**src/sv/ifn_pkg.sv**
```systemverilog
`timescale 1ns / 1ps

package ifn_pkg;

  localparam int NEURON_W    = 11;
  localparam int WEIGHT_W    = 8;
  localparam int MEMBRANE_W  = 16;
  // Weights carry this many fraction bits; 1.0 is the firing threshold.
  localparam int FRAC_BITS   = 8;
  localparam int NEURONS_DEF = 2048;
  localparam int QUEUE_DEPTH = 4;

  localparam int IN_TDATA_W  = 40;
  localparam int OUT_TDATA_W = 32;

  localparam logic [MEMBRANE_W-1:0] THRESHOLD = MEMBRANE_W'(1 << FRAC_BITS);

  typedef enum logic {
    OP_SYNAPSE = 1'b0,
    OP_LOAD    = 1'b1
  } op_e;

  // One classified transaction handed from the front to the back.
  typedef struct packed {
    op_e                   op;
    logic                  first;
    logic                  last;
    logic                  spike;
    logic                  in_range;
    logic [NEURON_W-1:0]   idx;
    logic [WEIGHT_W-1:0]   weight;
    logic [MEMBRANE_W-1:0] load_value;
  } cmd_t;

endpackage

```
**src/sv/ifn_queue.sv**
```systemverilog
`timescale 1ns / 1ps

module ifn_queue
  import ifn_pkg::*;
#(
  parameter int DEPTH = QUEUE_DEPTH
) (
  input  logic clk_i,
  input  logic rst_ni,
  input  logic push_i,
  input  cmd_t push_cmd_i,
  output logic full_o,
  input  logic pop_i,
  output logic empty_o,
  output cmd_t pop_cmd_o
);

  localparam int PW = (DEPTH > 1) ? $clog2(DEPTH) : 1;
  localparam int CW = $clog2(DEPTH + 1);

  cmd_t          store_q [DEPTH];
  logic [PW-1:0] wr_ptr_q, wr_ptr_d;
  logic [PW-1:0] rd_ptr_q, rd_ptr_d;
  logic [CW-1:0] count_q, count_d;

  assign full_o    = (count_q == CW'(DEPTH));
  assign empty_o   = (count_q == '0);
  assign pop_cmd_o = store_q[rd_ptr_q];

  always_comb begin
    wr_ptr_d = wr_ptr_q;
    rd_ptr_d = rd_ptr_q;
    count_d  = count_q;
    if (push_i) begin
      wr_ptr_d = (wr_ptr_q == PW'(DEPTH - 1)) ? '0 : wr_ptr_q + 1'b1;
    end
    if (pop_i) begin
      rd_ptr_d = (rd_ptr_q == PW'(DEPTH - 1)) ? '0 : rd_ptr_q + 1'b1;
    end
    if (push_i && !pop_i) begin
      count_d = count_q + 1'b1;
    end else if (pop_i && !push_i) begin
      count_d = count_q - 1'b1;
    end
  end

  always_ff @(posedge clk_i) begin
    if (push_i) begin
      store_q[wr_ptr_q] <= push_cmd_i;
    end
  end

  always_ff @(posedge clk_i or negedge rst_ni) begin
    if (!rst_ni) begin
      wr_ptr_q <= '0;
      rd_ptr_q <= '0;
      count_q  <= '0;
    end else begin
      wr_ptr_q <= wr_ptr_d;
      rd_ptr_q <= rd_ptr_d;
      count_q  <= count_d;
    end
  end

endmodule

```
**config.mk**
```make
export PLATFORM = sky130hd
export DESIGN_NAME = ifn_queue
export DESIGN_NICKNAME = d
export VERILOG_FILES = /design/src/sv/ifn_pkg.sv /design/src/sv/ifn_queue.sv
export SDC_FILE = /design/constraint.sdc
export NUM_CORES = 1
export LEC_CHECK = 0
export BUFFER_PORTS_ARGS = -buffer_cell sky130_fd_sc_hd__buf_2
export CAP_MARGIN = 20
export CORE_ASPECT_RATIO = 1.75
export CORE_UTILIZATION = 61
export DETAILED_ROUTE_END_ITERATION = 16
export PLACE_DENSITY = 0.84
export SLEW_MARGIN = 10
export SYNTH_ARGS = -nofsm -noshare
export SYNTH_HDL_FRONTEND = slang
export SYNTH_SLANG_ARGS = --single-unit
```
**constraint.sdc**
```tcl
create_clock -name clk_i -period 6.8 [get_ports clk_i]
set_clock_uncertainty 0.15 [all_clocks]
set_input_delay 0.68 -clock clk_i [delete_from_list [all_inputs] [get_ports clk_i]]
set_output_delay 0.68 -clock clk_i [all_outputs]
set_load 0.1 [all_outputs]
```
==> flow_summary.json, run 1 <==
{
  "hold_class": "input port to flip-flop",
  "ys_ff_latch": 167,
  "gr-usage-met1_pct": 26.3,
  "synth_warnings": 0,
  "finalCriticalPeriod_ns": 3.44,
  "worstPathMaxFanout": 28,
  "cts_buffers": 17,
  "syn-instance-count": 247,
  "setup_viol": 0,
  "cap_violations": 0,
  "dr.pass1.iters": 4,
  "grtUsageMet3_pct": 4.18,
  "met2_usage_pct": 34.6,
  "port_buffers": 85,
  "fp.dieH_um": 136,
  "cp_top_family": "buffers and inverters",
  "place_congestion": 0.662,
  "setup.worst_path.class": "flip-flop to output port",
  "start_util_pct": 63.0,
  "worst_slack_ns": 3.36,
  "cts_sinks": 167,
  "worst_skew_pair.late_latency_ns": 0.41,
  "cts_max_path_buffers": 2,
  "area_growth_syn_to_layout_pct": 16.7,
  "synth-main-ff-cell": "edfxtp_1",
  "place_ws_ns": 3.75,
  "post-dp-hpwl_um": 5970,
  "vias_per_cell": 5.67,
  "yosysSeqAreaShare_pct": 79.8,
  "crit_path_top_delay_cell": "dfrtp_2",
  "grt_pass1_vias": 2925,
  "rows": 48,
  "critical_path_buf_inv_count": 2,
  "synth-edff-count": 160,
  "fmax_mhz": 291,
  "synth.cell_area_mm2": 0.00624,
  "finalNetCount": 394,
  "busiest_layer": "met2",
  "crit_chain": "buf_4 > mux4_2 > buf_2",
  "placedCellCount": 448,
  "status": "completed",
  "grt_max_degree": 43,
  "startpoint_type": "flip-flop",
  "cp.required_ns": 5.97,
  "drc_errors": 0,
  "path_clk_slew_ns": 0.06,
  "drive_above_1_share_pct": 44.5,
  "cts_tree": "done",
  "fin_crit_sh_pct": 50.6,
  "wire_per_inst_um": 21.0,
  "cts_root_buf": "clkbuf_16",
  "grt_overflow": 0,
  "pin_count": 86,
  "hold_ws_ns": 0.333,
  "slew_viol_final": 0,
  "routed_wirelength_um": 10100,
  "finalHoldViolations": 0,
  "synth_cell_types": 20,
  "synth_fp_nets": 298,
  "async_reset_ff_share_pct": 4.19,
  "grt_pass1_wl_um": 15500,
  "tns_ns": 0,
  "cts-htree-levels": 4,
  "slew_headroom_pct": 27.6,
  "core_mm2": 0.00991,
  "rsz0062_at_grt": "false",
  "antenna_found_initial": 1,
  "drtIter0Drc": 169,
  "endpoint_kind": "output port",
  "dieArea_mm2": 0.0107,
  "syn-mean-instance-area_um2": 25.3,
  "critPathMaxStageDelay_ns": 0.71,
  "ant_nets": 0,
  "critical_path_arrival_ns": 2.61,
  "grt.total_usage_pct": 21.2,
  "via_count": 2728,
  "fp.dieW_um": 78.5,
  "stdcell_count": 481,
  "tightest_slew_ns": 1.09
}
[path summary, 6_finish.rpt]
path                                start             end  slack, ns  cells after the start
max in group asynchronous          rst_ni     rd_ptr_q[1]       5.85                      2
min in group asynchronous          rst_ni     wr_ptr_q[1]       0.48                      2
max reg2reg                   rd_ptr_q[0]     rd_ptr_q[1]       4.66                      3
min reg2reg                    count_q[2]      count_q[2]       0.35                      1
min                        push_cmd_i[10]  store_q[3][10]       0.33                      1
max                           rd_ptr_q[0]    pop_cmd_o[0]       3.36                      3
[synth_stat cells, types with 2 or more instances]
master / number / area share, %
nand2_1: 2 / 0.12
dfrtp_1: 7 / 2.8
mux2_2: 3 / 0.54
ha_1: 6 / 1.2
edfxtp_1: 160 / 77
mux4_2: 38 / 14
and2_1: 4 / 0.40
buf_2: 4 / 0.32
nor2_1: 3 / 0.18
inv_1: 4 / 0.24
xor2_1: 2 / 0.28
mux4_1: 2 / 0.84
o21ai_0: 2 / 0.16
buf_12: 4 / 1.3
[metrics by stage]
stage	instance area, um2	util [%]
final	7280	73.5
after global routing	7280	73.5
after CTS	7280	73.4
after floorplan	6240	-
after detailed placement	6720	67.8
after global placement	6720	67.8
[worst reg2reg max path, stage by stage, from the launching register on]
cell     delay (ns)
dfrtp_2        0.71
buf_4          0.56
ha_1           0.34
mux2_2         0.27
[timing repair]
action                     4_1_cts  5_1_grt
hold endpoints to repair         7        0
hold buffers                     1        0
setup endpoints to repair        0        0
buffers inserted                 0        0
resized for setup                0        0
[placed cells by master (no fill, tap or decap), drive strengths merged, types with 3 or more instances in the layout]
| cell type | instances |
|---|---|
| and2 | 4 |
| buf | 86 |
| clkbuf | 20 |
| clkinv | 6 |
| clkinvlp | 3 |
| dfrtp | 7 |
| edfxtp | 160 |
| ha | 6 |
| inv | 4 |
| mux2 | 3 |
| mux4 | 40 |
| nor2 | 3 |
[flip-flops by register name, indices dropped and copies added (netlist names)]
name	cells
count_q	3
rd_ptr_q	2
wr_ptr_q	2
store_q	160
[kinds of logic after synthesis]
logic type      synth area share, %
xor+xnor                      0.421
fa+ha+maj                      1.52
simple gates                  0.902
compound gates                0.160
mux                            15.1
flops                          79.8
buf+inv                        2.09
[per-layer routing]
| metal | vias to the layer above | routed length (um) | part of all wire (%) |
|---|---|---|---|
| met5 | - | 0 | 0 |
| met4 | 0 | 212 | 2.1 |
| met3 | 16 | 328 | 3.2 |
| met2 | 77 | 5650 | 56 |
| met1 | 1401 | 3920 | 39 |
| li1 | 1234 | - | - |
[layout make-up]
class | count | area, um2
Timing Repair Buffer | 87 | 443
Clock inverter | 11 | 109
Inverter | 4 | 15.0
Antenna cell | 1 | 2.50
Tap cell | 125 | 156
Clock buffer | 20 | 437
Fill cell | 563 | 2630
Multi-Input combinational cell | 66 | 1130
Sequential cell | 167 | 4980
Power of run 1 is left out: the tool's default activity adds up to more than one toggle a clock period on the data nets, which glitch-free logic cannot reach.
==> run 2: changes to the inputs <==
- CORE_UTILIZATION: 61 -> 57
- PLACE_DENSITY: 0.84 -> 0.79
- clock period: 6.8 -> 3.5 ns (I/O delays scaled with it)
==> flow_summary.json, run 2 (same netlist as run 1, synthesis figures left out) <==
{
  "status": "completed",
  "start_util_pct": 58.3,
  "critical_path_arrival_ns": 2.24,
  "grt_pass1_vias": 3179,
  "startpoint_type": "flip-flop",
  "ant_nets": 0,
  "cts_sinks": 167,
  "core_mm2": 0.0107,
  "dieArea_mm2": 0.0114,
  "drive_above_1_share_pct": 41.5,
  "dr.pass1.iters": 4,
  "fill_cells": 620,
  "cp.required_ns": 3.00,
  "setup_viol": 0,
  "via_count": 2963,
  "placedCellCount": 461,
  "fp.dieH_um": 140,
  "timing.rr.start": "wr_ptr_q[0]",
  "routed_wirelength_um": 11100,
  "cts_setup_buffers": 0,
  "hold_class": "input port to flip-flop",
  "tns_ns": 0,
  "grt_overflow": 0,
  "finalCriticalPeriod_ns": 2.74,
  "pin_count": 86,
  "grt.total_usage_pct": 21.8,
  "cts_buffers": 17,
  "layout_commonest_cell": "edfxtp_1",
  "diodes": 0,
  "drc_errors": 0,
  "finalNetCount": 438,
  "post-dp-hpwl_um": 6510,
  "cp-startpoint": "rd_ptr_q[0]",
  "r2r-end": "store_q[2][5]",
  "final_cell_mix": "edfxtp_1, buf_2, mux4_2",
  "cts_root_buf": "clkbuf_16",
  "worstRegToRegCells": 4,
  "grt_max_degree": 41,
  "cts-htree-levels": 4,
  "area_growth_syn_to_layout_pct": 23.9,
  "rows": 50,
  "r2r_slack_ns": 1.43,
  "fp.dieW_um": 81.1,
  "slew_viol_final": 0,
  "worst_skew_pair.late_latency_ns": 0.42,
  "wire_per_inst_um": 20.9,
  "crit_end": "pop_cmd_o[28]",
  "hp-start": "push_cmd_i[9]",
  "top_register": "store_q",
  "port_buffers": 85,
  "finalHoldViolations": 0,
  "fin_crit_sh_pct": 78.4,
  "grt_pass1_wl_um": 17100,
  "tightest_slew_ns": 1.09,
  "rsz0062_at_grt": "false",
  "cap_violations": 0,
  "setup.worst_path.class": "flip-flop to output port",
  "drtIter0Drc": 157,
  "vias_per_cell": 5.59,
  "largest_reg_flops": 160,
  "path_clk_slew_ns": 0.06,
  "worstPathMaxFanout": 17,
  "reg_top3": "store_q x160, count_q x3",
  "cts_max_path_buffers": 2,
  "endpoint_kind": "output port",
  "slew_headroom_pct": 27.3,
  "cts_tree": "done",
  "stdcell_count": 530,
  "cts-resized-gates": 0,
  "fmax_mhz": 365,
  "place_congestion": 0.684,
  "antenna_found_initial": 0
}
[run 2: changes by cell type in the layout (fill, tap and decap cells not counted), sizes merged]
cell,change
bufinv,+1
buf,+8
clkinvlp,-1
clkbuf,+1
diode,-1
dlygate4sd3,+36
[run 2: final cells by class]
| class | count | area, um2 | area share (%) |
|---|---|---|---|
| repair buffers | 131 | 863 | 11.2 |
| well taps | 130 | 163 | 2.10 |
| inverters | 4 | 15.0 | 0.194 |
| clock buffers | 21 | 440 | 5.70 |
| clock inverters | 11 | 131 | 1.70 |
| multi-input cells | 66 | 1130 | 14.7 |
| flip-flops and latches | 167 | 4980 | 64.5 |
[run 2: worst min-delay path by stage]
| stage | endpoint | slack, ns | cells after the start |
|---|---|---|---|
| after global routing | store_q[1][7] | 0.009 | 1 |
| after CTS | store_q[2][2] | 0.002 | 1 |
| after floorplan | count_q[0] | -0.1 | 0 |
| after detailed placement | count_q[0] | 0.05 | 1 |
| final | store_q[2][9] | 0.02 | 1 |
| after global placement | count_q[2] | 0.05 | 1 |
[run 2: critical path, stage by stage, from the launching register on]
cell	delay (ns)
dfrtp_2	0.53
buf_4	0.39
mux4_2	0.59
buf_2	0.32
[run 2: routing by layer]
metal | GRT usage, % | vias to the layer above | routed length [um]
met5 | 0 | - | 0
met4 | 10.2 | 0 | 305
met3 | 5.86 | 25 | 405
met2 | 35.9 | 87 | 6150
met1 | 26.3 | 1534 | 4230
li1 | - | 1317 | -
[run 2: stage by stage]
| step | util, % | setup WS, ns | instance area (um2) | hold WS, ns |
|---|---|---|---|---|
| after floorplan | - | 0.347 | 6240 | -0.0956 |
| after global placement | 63.5 | 1.19 | 6790 | 0.0457 |
| after detailed placement | 63.5 | 1.18 | 6790 | 0.0482 |
| after CTS | 72.3 | 0.689 | 7730 | 0.00152 |
| after global routing | 72.3 | 0.645 | 7730 | 0.00940 |
| final | 72.3 | 0.757 | 7730 | 0.0154 |
[run 2: repair_timing]
| action | 4_1_cts | 5_1_grt |
|---|---|---|
| endpoints found under the hold margin | 148 | 0 |
| setup endpoints to repair | 0 | 0 |
| hold buffers | 37 | 0 |
Power of run 2 is left out for the same reason.
==> run 3: changes to the inputs <==
- clock period: 3.5 -> 2.6 ns (I/O delays scaled with it)
==> flow_summary.json, run 3 (same netlist as run 1, synthesis figures left out) <==
{
  "endpoint_kind": "output port",
  "rows": 50,
  "final_area_mm2": 0.00789,
  "tns_ns": 0,
  "worst_skew_pair.late_latency_ns": 0.41,
  "reg_top3": "store_q x160, count_q x3",
  "slew_viol_final": 0,
  "core_mm2": 0.0107,
  "grt_max_degree": 33,
  "slew_headroom_pct": 65.0,
  "cts_setup_buffers": 0,
  "dieArea_mm2": 0.0114,
  "cts_root_buf": "clkbuf_16",
  "setup_viol": 0,
  "critical_path_arrival_ns": 2.02,
  "dr.pass1.iters": 4,
  "tightest_slew_ns": 0.525,
  "finalCriticalPeriod_ns": 2.43,
  "grt_pass1_wl_um": 16800,
  "wire_per_inst_um": 19.9,
  "cts_buffers": 17,
  "vias_per_cell": 5.55,
  "fin_crit_sh_pct": 93.6,
  "pin_count": 86,
  "drtIter0Drc": 161,
  "top_register": "store_q",
  "drive_above_1_share_pct": 42.8,
  "area_growth_syn_to_layout_pct": 26.4,
  "fp.dieW_um": 81.1,
  "grt_overflow": 0,
  "worstPathMaxFanout": 24,
  "antenna_found_initial": 0,
  "status": "completed",
  "final_util_pct": 73.7,
  "start_util_pct": 58.3,
  "ant_nets": 0,
  "startpoint_type": "flip-flop",
  "cap_violations": 0,
  "finalNetCount": 445,
  "worstRegToRegCells": 3,
  "cts_max_path_buffers": 2,
  "cts_sinks": 167,
  "fp.dieH_um": 140,
  "grt_pass1_vias": 3232,
  "diodes": 0,
  "r2r-end": "store_q[3][24]",
  "cts-resized-gates": 0,
  "drc_errors": 0,
  "hold_class": "input port to async pin",
  "setup.worst_path.class": "flip-flop to output port",
  "finalHoldViolations": 0,
  "post_dp_cell_area_mm2": 0.00687,
  "final_cell_mix": "edfxtp_1, buf_2, dlygate4sd3_1",
  "cts-htree-levels": 4,
  "layout_commonest_cell": "edfxtp_1",
  "post-dp-hpwl_um": 6290,
  "port_buffers": 85,
  "place_congestion": 0.682,
  "rsz0062_at_grt": "false",
  "largest_reg_flops": 160,
  "cp.required_ns": 2.19,
  "grt.total_usage_pct": 21.3,
  "r2r_slack_ns": 0.81,
  "cts_tree": "done",
  "fmax_mhz": 411,
  "path_clk_slew_ns": 0.06,
  "routed_wirelength_um": 10700,
  "via_count": 2981,
  "timing.rr.start": "wr_ptr_q[0]"
}
[run 3: repair_timing]
item / in CTS / in global routing
hold buffers: 43 / 0
hold endpoints to repair: 171 / 0
setup endpoints to repair: 0 / 0
[run 3: worst max-delay path by stage]
| stage | startpoint | end | slack (ns) |
|---|---|---|---|
| 6_report | rd_ptr_q[1] | pop_cmd_o[25] | 0.17 |
| 5_1_grt | rd_ptr_q[1] | pop_cmd_o[25] | 0.11 |
| 4_1_cts | rd_ptr_q[1] | pop_cmd_o[31] | 0.15 |
| 3_5_place_dp | rd_ptr_q[1] | pop_cmd_o[31] | 0.59 |
| 3_3_place_gp | rd_ptr_q[1] | pop_cmd_o[31] | 0.60 |
| 2_1_floorplan | wr_ptr_q[0] | store_q[0][0] | 0.46 |
[run 3: per-layer routing]
metal	part of all wire, %	track usage, %	up-vias
li1	-	-	1340
met1	40	25.9	1520
met2	53	35.2	98
met3	4.4	5.41	23
met4	2.7	9.77	0
met5	0	0	-
[run 3: critical path, stage by stage (launching register included)]
cell,delay [ns]
dfrtp_2,0.69
buf_12,0.26
mux4_2,0.22
buf_2,0.43
[run 3: per-stage QoR]
step / cells / hold WS [ns] / worst slack, ns
after floorplan: 247 / -0.186 / 0.457
after global placement: 462 / -0.0459 / 0.600
after detailed placement: 462 / -0.0419 / 0.593
after CTS: 537 / 0.0498 / 0.145
after global routing: 537 / 0.0791 / 0.112
final: 537 / 0.0750 / 0.165
[run 3: cell type report]
type,count,area [um2]
Timing Repair Buffer,138,993
Fill cell,613,2810
Clock inverter,14,159
Sequential cell,167,4980
Clock buffer,18,429
Inverter,4,15.0
Tap cell,130,163
Multi-Input combinational cell,66,1140
Power of run 3 is left out for the same reason.
