<file path="config.mk">
export PLATFORM = sky130hd
export DESIGN_NAME = ifn_front
export DESIGN_NICKNAME = d
export VERILOG_FILES = /design/src/sv/ifn_pkg.sv /design/src/sv/ifn_front.sv
export SDC_FILE = /design/constraint.sdc
export NUM_CORES = 1
export LEC_CHECK = 0
export BUFFER_PORTS_ARGS = -buffer_cell sky130_fd_sc_hd__clkbuf_2
export CAP_MARGIN = 15
export CORE_UTILIZATION = 35
export DETAILED_ROUTE_END_ITERATION = 8
export PLACE_DENSITY = 0.86
export SLEW_MARGIN = 10
export SYNTH_ARGS = -nofsm -noshare
export SYNTH_HDL_FRONTEND = slang
export SYNTH_SLANG_ARGS = --single-unit
</file>
<file path="constraint.sdc">
create_clock -name clk_i -period 2.4 [get_ports clk_i]
set_input_delay 0.24 -clock clk_i [delete_from_list [all_inputs] [get_ports clk_i]]
set_output_delay 0.24 -clock clk_i [all_outputs]
set_load 0.03 [all_outputs]
</file>
<file path="src/sv/ifn_pkg.sv">
`timescale 1ns / 1ps

package ifn_pkg;

  localparam int NEURON_W    = 11;
  localparam int WEIGHT_W    = 8;
  localparam int MEMBRANE_W  = 16;
  // Weights carry this many fraction bits; 1.0 is the firing threshold.
  localparam int FRAC_BITS   = 8;
  localparam int NEURONS_DEF = 2048;
  localparam int QUEUE_DEPTH = 4;

  localparam int IN_TDATA_W  = 40;
  localparam int OUT_TDATA_W = 32;

  localparam logic [MEMBRANE_W-1:0] THRESHOLD = MEMBRANE_W'(1 << FRAC_BITS);

  typedef enum logic {
    OP_SYNAPSE = 1'b0,
    OP_LOAD    = 1'b1
  } op_e;

  // One classified transaction handed from the front to the back.
  typedef struct packed {
    op_e                   op;
    logic                  first;
    logic                  last;
    logic                  spike;
    logic                  in_range;
    logic [NEURON_W-1:0]   idx;
    logic [WEIGHT_W-1:0]   weight;
    logic [MEMBRANE_W-1:0] load_value;
  } cmd_t;

endpackage

</file>
<file path="src/sv/ifn_front.sv">
`timescale 1ns / 1ps

module ifn_front
  import ifn_pkg::*;
#(
  parameter int NEURONS = NEURONS_DEF
) (
  input  logic                  clk_i,
  input  logic                  rst_ni,
  input  logic                  accept_i,
  input  op_e                   op_i,
  input  logic [NEURON_W-1:0]   neuron_i,
  input  logic                  spike_i,
  input  logic [WEIGHT_W-1:0]   weight_i,
  input  logic                  last_i,
  input  logic [MEMBRANE_W-1:0] load_value_i,
  output cmd_t                  cmd_o
);

  logic                run_active_q, run_active_d;
  logic [NEURON_W-1:0] run_neuron_q, run_neuron_d;
  logic [NEURON_W-1:0] idx;
  logic                is_load;

  assign is_load = (op_i == OP_LOAD);

  // While a run is active its latched neuron addresses every synapse item.
  assign idx = (!is_load && run_active_q) ? run_neuron_q : neuron_i;

  always_comb begin
    cmd_o.op         = op_i;
    cmd_o.first      = !is_load && !run_active_q;
    cmd_o.last       = last_i;
    cmd_o.spike      = spike_i;
    cmd_o.idx        = idx;
    cmd_o.weight     = weight_i;
    cmd_o.load_value = load_value_i;
    if (NEURONS >= (1 << NEURON_W)) begin
      cmd_o.in_range = 1'b1;
    end else begin
      cmd_o.in_range = (idx < NEURON_W'(NEURONS));
    end
  end

  always_comb begin
    run_active_d = run_active_q;
    run_neuron_d = run_neuron_q;
    if (accept_i && !is_load) begin
      if (!run_active_q) begin
        run_neuron_d = neuron_i;
      end
      run_active_d = !last_i;
    end
  end

  always_ff @(posedge clk_i or negedge rst_ni) begin
    if (!rst_ni) begin
      run_active_q <= 1'b0;
      run_neuron_q <= '0;
    end else begin
      run_active_q <= run_active_d;
      run_neuron_q <= run_neuron_d;
    end
  end

endmodule

</file>
==> flow_summary.ini, run 1 <==
[outcome]
status = finished, final reports clean

[detailed_routing]
drtAntennaViolNets = 0
drc = 0
dr.pass1.iters = 4
vias = 491
via_per_inst = 4.77
wl_per_cell_um = 14.2
drtIter0Drc = 7
routed_wl_mm = 1.46

[place]
dp_cells = 99
place_congestion = 0.625
port_buffers = 29
place_ws_ns = 0.742
dpl.hpwl_mm = 1.21

[final_layout]
fill_cells = 241
nets = 118
layout-drive-gt1-share_pct = 74.7
layout_commonest_cell = clkbuf_2
area_growth_syn_to_layout_pct = -0.610
ff_latch_area_sq_um = 300
diodes = 0
final_cell_mix = 29 x clkbuf_2, 22 x mux2_2, 12 x dfrtp_1, 3 x clkbuf_4
final_cell_count_no_fill = 103
multi_input_area_sq_um = 292

[logic_synthesis]
synthAdderAreaFrac_pct = 0
synth.net_count = 112
syn_avg_cell_area_sq_um = 11.6
syn_inst = 71
ys_ff_latch = 12
synth_seq_area_share_pct = 36.6
synth_mux_area_share_pct = 31.4
yosysWarnings = 0
synth_top_family_by_area = multiplexers
synth-compound-area-share_pct = 0
synthXorXnorAreaFrac_pct = 0
yosys.area_share.simple_pct = 3.66
ys_types = 10
synth.cell_area_sq_um = 821

[clocking]
h-tree-depth = 1
clk_pin_slew_worst_paths_ns = 0.07
clock_latency_ns = 0.27
clk_root_buffer_cell = clkbuf_4
cts_made_buffers = 3
clock_sinks = 12
ctsResizeCount = 0
tritoncts = yes
cts_buffer_depth = 2

[grt]
antenna_found_initial = 0
grt_start_max_net_pins = 13
grt_usage_pct = 11.7
grt_pass1_vias = 508
grt_pass1_wl_mm = 2.24
gr-total-overflow = 0

[worst_setup_path]
critPathLaunchType = register
crit_fanout = 11
crit_path_end_kind = output port
cp_data_required_time_ns = 2.16
crit_type = register to output port
r2r_cells = 3
worstSetupStartpoint = run_active_q
reg2reg_from = run_active_q
arrival_ns = 1.67

[power]
peakVddDrop_uv = 375
p_int_mw = 0.420
fin_total_pwr_mw = 0.633
clkPwrFrac_pct = 18.9
p_sw_mw = 0.214
comb_power_share_pct = 36.2
p_per_area_mw_per_mm2 = 776
seqPwrFrac_pct = 45.0
p_leak_nw = 0.397
p_sw_share_pct = 33.7

[die]
initial_core_util_pct = 37.1
fp-row-count = 17
ios = 81
dieHeight_um = 50.4
dieArea_sq_mm = 0.00254
die_w_um = 50.4
coreArea_sq_mm = 0.00221

[hold_path]
min_path_type = primary input to register
hold_path_startpoint = last_i
worstHoldPathCells = 2

[sta]
slew_headroom_pct = 64.9
setup_tns_ns = 0
max_freq_ghz = 0.523
rsz0062_at_grt = false
finClkSkew_ns = 0.00146
hold_ws_ns = 0.177
fin_ws_ns = 0.488
finalCritPeriodShare_pct = 79.7
worst_slew_pin_slew_ns = 0.527
final_hold_viol_count = 0
slew_violations = 0
min_period_ns = 1.91
setup_viol_count_final = 0

[run]
drv_cap = 0
==> area by class of cell <==
class                   instances  share of cell area [%]
clock buffers                   3                    2.76
multi-input cells              28                    35.7
inverters                       1                   0.460
well taps                      28                    4.29
repair buffers                 31                    19.9
flip-flops and latches         12                    36.8
==> kinds of logic (layout without fill, tap and decap cells) <==
kind of cell,after synthesis,in the layout
buffers and inverters,31,35
muxes,23,23
DFF,12,12
and+or+nand+nor,4,4
other,1,1
==> sequential cells by signal, indices dropped and copies added, names as in the netlist <==
name          flops
run_neuron_q     11
run_active_q      1
==> per-layer routing <==
layer	global-route usage, %	up-vias	share of wire (%)
li1	-	216	-
met2	21.8	42	53
met4	8.33	0	1.9
met1	11.4	228	32
met3	2.12	5	14
met5	0	-	0
==> synthesized netlist by cell type (all sizes together) <==
master | count | area share (%)
buf | 30 | 27
mux2 | 22 | 30
dfrtp | 12 | 37
and2b | 1 | 0.91
conb | 1 | 0.46
inv | 1 | 0.46
mux2i | 1 | 1.2
nand2b | 1 | 0.76
nor2 | 1 | 0.46
nor3b | 1 | 1.5
==> power groups by stage <==
stage | clock [mW] | sequential (mW) | combinational (mW)
floorplan | 0 | 0.280 | 0.259
global placement | 0 | 0.284 | 0.226
detailed placement | 0 | 0.290 | 0.231
CTS | 0.124 | 0.286 | 0.233
global route | 0.132 | 0.292 | 0.246
finish | 0.119 | 0.285 | 0.229
==> metrics by stage <==
stage	cell area [sq um]	util (%)
2_1_floorplan	821	-
4_1_cts	816	36.9
3_3_place_gp	783	35.4
6_report	816	36.9
5_1_grt	816	36.9
3_5_place_dp	783	35.4
==> final timing paths <==
kind,end,slack [ns]
hold / removal,run_active_q,0.18
hold reg to reg,run_neuron_q[3],0.51
setup / recovery,cmd_o[26],0.49
min in group asynchronous,run_neuron_q[4],0.38
max in group asynchronous,run_active_q,1.79
setup reg to reg,run_neuron_q[1],1.14
==> worst max-delay path, cell delays in order (launching register included) <==
cell and delay (ns):
dfrtp_1 0.41, nand2b_1 0.40, mux2_2 0.40, clkbuf_2 0.18
==> what timing repair did <==
action | in CTS | in global routing
hold endpoints to repair | 12 | 0
hold buffers | 1 | 0
setup buffers | 0 | 0
No activity file was read; power rests on OpenSTA's default activity.
==> run 2, diff against run 1 <==
CORE_UTILIZATION = 32   (was 35)
PLACE_DENSITY = 0.83   (was 0.86)
clock period = 1.7 ns   (was 2.4 ns; I/O delays follow)
==> flow_summary.ini, run 2 (synthesized netlist as in run 1, its figures left out) <==
[worst_setup_path]
crit_path_end_kind = output port
crit_family = flip-flops
crit_path_end = cmd_o[27]
path_cells = nand2b_1, buf_6, mux2_2, clkbuf_2
crit_fanout = 11
arrival_ns = 1.40
cp.depth = 4
reg2reg_to = run_neuron_q[0]
crit_type = register to output port
r2r_cells = 4
critPathMaxStageDelay_ns = 0.38
worstSetupStartpoint = run_active_q
r2r_slack_ns = 0.37
critPathLaunchType = register
cp_data_required_time_ns = 1.53
reg2reg_from = run_active_q
crit_buf_inv = 2
crit_path_top_delay_cell = dfrtp_1

[sta]
setup_tns_ns = 0
setup_viol_count_final = 0
final_hold_viol_count = 0
max_freq_ghz = 0.636
rsz0062_at_grt = false
finClkSkew_ns = 0.00748
min_period_ns = 1.57
slew_violations = 0
fin_ws_ns = 0.127
finalCritPeriodShare_pct = 92.5

[die]
fp-row-count = 17
coreArea_sq_mm = 0.00232
ios = 81
initial_core_util_pct = 35.4
dieHeight_um = 52.6
die_w_um = 52.6
dieArea_sq_mm = 0.00277

[final_layout]
largest_reg_flops = 11
area_growth_syn_to_layout_pct = 3.35
final_cell_count_no_fill = 106
layout-drive-gt1-share_pct = 75.6
diodes = 0
top_register = run_neuron_q
fill_cells = 234
final_util_pct = 36.6
reg_top3 = run_neuron_q: 11 flops, run_active_q: 1 flops
nets = 120
layout_commonest_cell = clkbuf_2
final_cell_mix = 29 x clkbuf_2, 22 x mux2_2, 12 x dfrtp_1, 3 x clkbuf_4, 2 x buf_4

[detailed_routing]
met1Wirelength_um = 495
wl_met2_um = 719
dr.pass1.iters = 2
drtAntennaViolNets = 0
drtIter0Drc = 2
wl_met3_um = 261
vias = 492
routed_wl_mm = 1.51
wl_per_cell_um = 14.3
via_per_inst = 4.64
drc = 0
routed.top_layer = met4

[power]
peakVddDrop_uv = 523
p_per_area_mw_per_mm2 = 1120
p_leak_nw = 0.415

[place]
port_buffers = 29
dp_cells = 100
place_congestion = 0.690
place_ws_ns = 0.320

[clocking]
clk_pin_slew_worst_paths_ns = 0.07
clock_sinks = 12
clock_latency_ns = 0.27
h-tree-depth = 1
tritoncts = yes
cts_made_buffers = 3
cts_buffer_depth = 2
clk_root_buffer_cell = clkbuf_4

[grt]
antenna_found_initial = 0
grt_start_max_net_pins = 13
grt_pass1_vias = 488
grt_pass1_wl_mm = 2.21
gr-total-overflow = 0
grt_usage_pct = 11.3

[run]
drv_cap = 0

[outcome]
status = finished, final reports clean

[hold_path]
min_path_type = primary input to register
run 2: cell types whose count changed in the layout (fill, tap and decap cells not counted):
cell and delta:
buf_6 +1, clkbuf_8 +1, buf_4 +1
run 2: worst min path at each step:
stage,start,end,slack [ns],cells after the start
finish,last_i,run_active_q,0.11,2
global route,last_i,run_active_q,0.11,2
CTS,last_i,run_active_q,0.11,2
detailed placement,rst_ni,run_neuron_q[9],0.07,1
global placement,rst_ni,run_neuron_q[9],0.06,1
floorplan,rst_ni,run_active_q,-0.13,0
run 2: per-stage QoR:
stage	power [mW]	instance area, sq um	hold WS [ns]
2_1_floorplan	0.760	821	-0.126
3_3_place_gp	0.723	791	0.0615
3_5_place_dp	0.737	791	0.0666
4_1_cts	0.959	837	0.111
5_1_grt	1.02	848	0.109
6_report	0.953	848	0.106
run 2: final cells by class:
cell class	count	area (sq um)	area share [%]
tap	28	35.0	4.13
clock buffer	4	36.3	4.28
inverter	1	3.75	0.442
multi-input combinational	28	292	34.4
sequential	12	300	35.4
timing repair buffer	33	181	21.4
run 2: power by group:
| group | total, mW | internal (mW) | switching, mW |
|---|---|---|---|
| clock network | 0.218 | 0.130 | 0.0877 |
| registers | 0.400 | 0.363 | 0.0374 |
| logic | 0.335 | 0.156 | 0.179 |
run 2: per-layer routing:
metal	vias up	global-route usage, %
met3	10	3.77
met4	0	9.21
met1	222	11.8
met2	36	18.1
li1	224	-
met5	-	0
run 2: timing repair:
item / in CTS / in global routing
setup endpoints to repair: 0 / 11
endpoints found under the hold margin: 12 / 0
gates resized for setup: 0 / 1
hold buffers: 1 / 0
setup buffers: 0 / 1
==> run 3, diff against run 2 <==
ABC_AREA = 1   (was unset)
BUFFER_PORTS_ARGS = -buffer_cell sky130_fd_sc_hd__buf_2   (was -buffer_cell sky130_fd_sc_hd__clkbuf_2)
CORE_UTILIZATION = 33   (was 32)
==> flow_summary.ini, run 3 <==
[place]
placed_area_sq_um = 815
port_buffers = 29
place_congestion = 0.697

[logic_synthesis]
ys_ff_latch = 12
synth-compound-area-share_pct = 0.572
synthXorXnorAreaFrac_pct = 0
yosysMostFrequentCell = nand2_1
synth_area_leaders = dfrtp_1 34%, buf_4 26%, nand2_1 20%
yosysWarnings = 0
yosys_most_used_dff = dfrtp_1
synthAdderAreaFrac_pct = 0
yosys.area_share.simple_pct = 34.8
ys_top_cells_by_count = 47 x nand2_1, 30 x buf_4, 22 x nand3_1, 12 x dfrtp_1
synth.net_count = 161
async_flop_share_pct = 100
syn_avg_cell_area_sq_um = 7.29
synth_top_cell_by_area = dfrtp_1
ys_types = 11
synth-edff-count = 0
synth_mux_area_share_pct = 0
synth_seq_area_share_pct = 34.3
synth.top_cell.area_share_pct = 34.3
synth.cell_area_sq_um = 875
synth_top_family_by_area = simple AND/OR/NAND/NOR gates
syn_inst = 120

[final_layout]
nets = 164
top_register = run_neuron_q
stdcell_area_sq_um = 863
layout_commonest_cell = nand2_1
final_cell_mix = 46 x nand2_1, 29 x buf_2, 22 x nand3_1, 12 x dfrtp_1, 3 x clkbuf_4
reg_top3 = run_neuron_q: 11 flops, run_active_q: 1 flops
largest_reg_flops = 11
layout-drive-gt1-share_pct = 31.1
fill_cells = 272
area_growth_syn_to_layout_pct = -1.29
diodes = 0

[sta]
min_period_ns = 1.46
finClkSkew_ns = 0.00133
setup_viol_count_final = 0
setup_tns_ns = 0
rsz0062_at_grt = false
finalCritPeriodShare_pct = 85.9
final_hold_viol_count = 0
max_freq_ghz = 0.685
slew_violations = 0

[worst_setup_path]
cp_data_required_time_ns = 1.53
critPathMaxStageDelay_ns = 0.43
crit_fanout = 12
arrival_ns = 1.29
critPathLaunchType = register
crit_path_end_kind = output port
crit_type = register to output port
crit_path_top_delay_cell = dfrtp_1
path_cells = buf_4, nand3_1, nand2_1, buf_2

[clocking]
clk_pin_slew_worst_paths_ns = 0.07
cts_buffer_depth = 2
tritoncts = yes
clk_root_buffer_cell = clkbuf_4
clock_latency_ns = 0.27
h-tree-depth = 1
cts_made_buffers = 3
clock_sinks = 12

[hold_path]
min_path_type = primary input to register

[die]
dieArea_sq_mm = 0.00286
die_w_um = 53.5
initial_core_util_pct = 35.0
fp-row-count = 18
ios = 81
dieHeight_um = 53.5
coreArea_sq_mm = 0.00250

[power]
p_int_mw = 0.550
p_per_area_mw_per_mm2 = 989
seqPwrFrac_pct = 42.8
clkPwrFrac_pct = 26.2
p_sw_mw = 0.304
p_sw_share_pct = 35.6
comb_power_share_pct = 31.0
peakVddDrop_uv = 365
p_leak_nw = 0.504

[detailed_routing]
wl_met2_um = 768
via_per_inst = 4.69
dr.pass1.iters = 4
wl_per_cell_um = 11.7
routed_wl_mm = 1.78
drc = 0
vias = 713
wl_met3_um = 124
met1Wirelength_um = 847
drtIter0Drc = 13
routed.top_layer = met4
drtAntennaViolNets = 0

[grt]
gr-total-overflow = 0
grt_pass1_wl_mm = 2.72
grt_usage_pct = 13.2
grt_start_max_net_pins = 14
antenna_found_initial = 0
grt_pass1_vias = 595

[outcome]
status = finished, final reports clean

[run]
drv_cap = 0
## run 3: stage by stage
stage               total power, mW  instances  setup slack, ns  hold slack [ns]  util, %
finish                        0.854        152            0.240            0.115     34.5
global route                  0.915        152            0.154            0.101     34.5
CTS                           0.865        152            0.124            0.102     34.4
detailed placement            0.635        147            0.437           0.0616     32.6
floorplan                     0.673        120            0.624           -0.126        -
global placement              0.629        147            0.450           0.0619     32.6
## run 3: cell families (layout without fill, tap and decap cells)
group,after synthesis,after routing
DFF,12,12
AOI/OAI and AO/OA,1,1
other,1,1
and+or+nand+nor,71,71
buffers and inverters,35,37
## run 3: area by class of cell
| type | count | area, sq um | share of cell area [%] |
|---|---|---|---|
| clock buffer | 4 | 36.3 | 4.20 |
| multi-input combinational | 73 | 315 | 36.5 |
| tap | 30 | 37.5 | 4.35 |
| inverter | 1 | 3.75 | 0.435 |
| timing repair buffer | 32 | 170 | 19.7 |
| sequential | 12 | 300 | 34.8 |
## run 3: power by group through the flow
stage	registers [mW]	clock network [mW]	logic, mW
final	0.366	0.223	0.265
after global routing	0.373	0.249	0.293
after CTS	0.365	0.233	0.267
after detailed placement	0.370	0	0.265
after global placement	0.368	0	0.261
after floorplan	0.366	0	0.307
## run 3: final timing paths
path / slack (ns) / startpoint / cells after the start / to
max: 0.24 / run_active_q / 4 / cmd_o[33]
min: 0.12 / last_i / 2 / run_active_q
max reg2reg: 0.49 / run_active_q / 4 / run_neuron_q[9]
min reg2reg: 0.48 / run_neuron_q[7] / 2 / run_neuron_q[7]
max in group asynchronous: 1.17 / rst_ni / 2 / run_neuron_q[2]
min in group asynchronous: 0.32 / rst_ni / 2 / run_neuron_q[6]
## run 3: what timing repair did
item                                   in CTS  in global routing
setup endpoints to repair                   0                  1
setup buffers                               0                  0
endpoints found under the hold margin      12                  0
resized for setup                           0                  1
hold buffers                                1                  0
## run 3: layer usage
metal | vias up | global-route usage [%]
li1 | 353 | -
met1 | 312 | 18.3
met2 | 36 | 19.2
met3 | 12 | 2.59
met4 | 0 | 6.58
met5 | - | 0
## run 3: critical path: cells and delay by family, from the launching register on
kind	cells	cell delay, ns
buf+inv	2	0.41
flops	1	0.43
simple gates	2	0.19
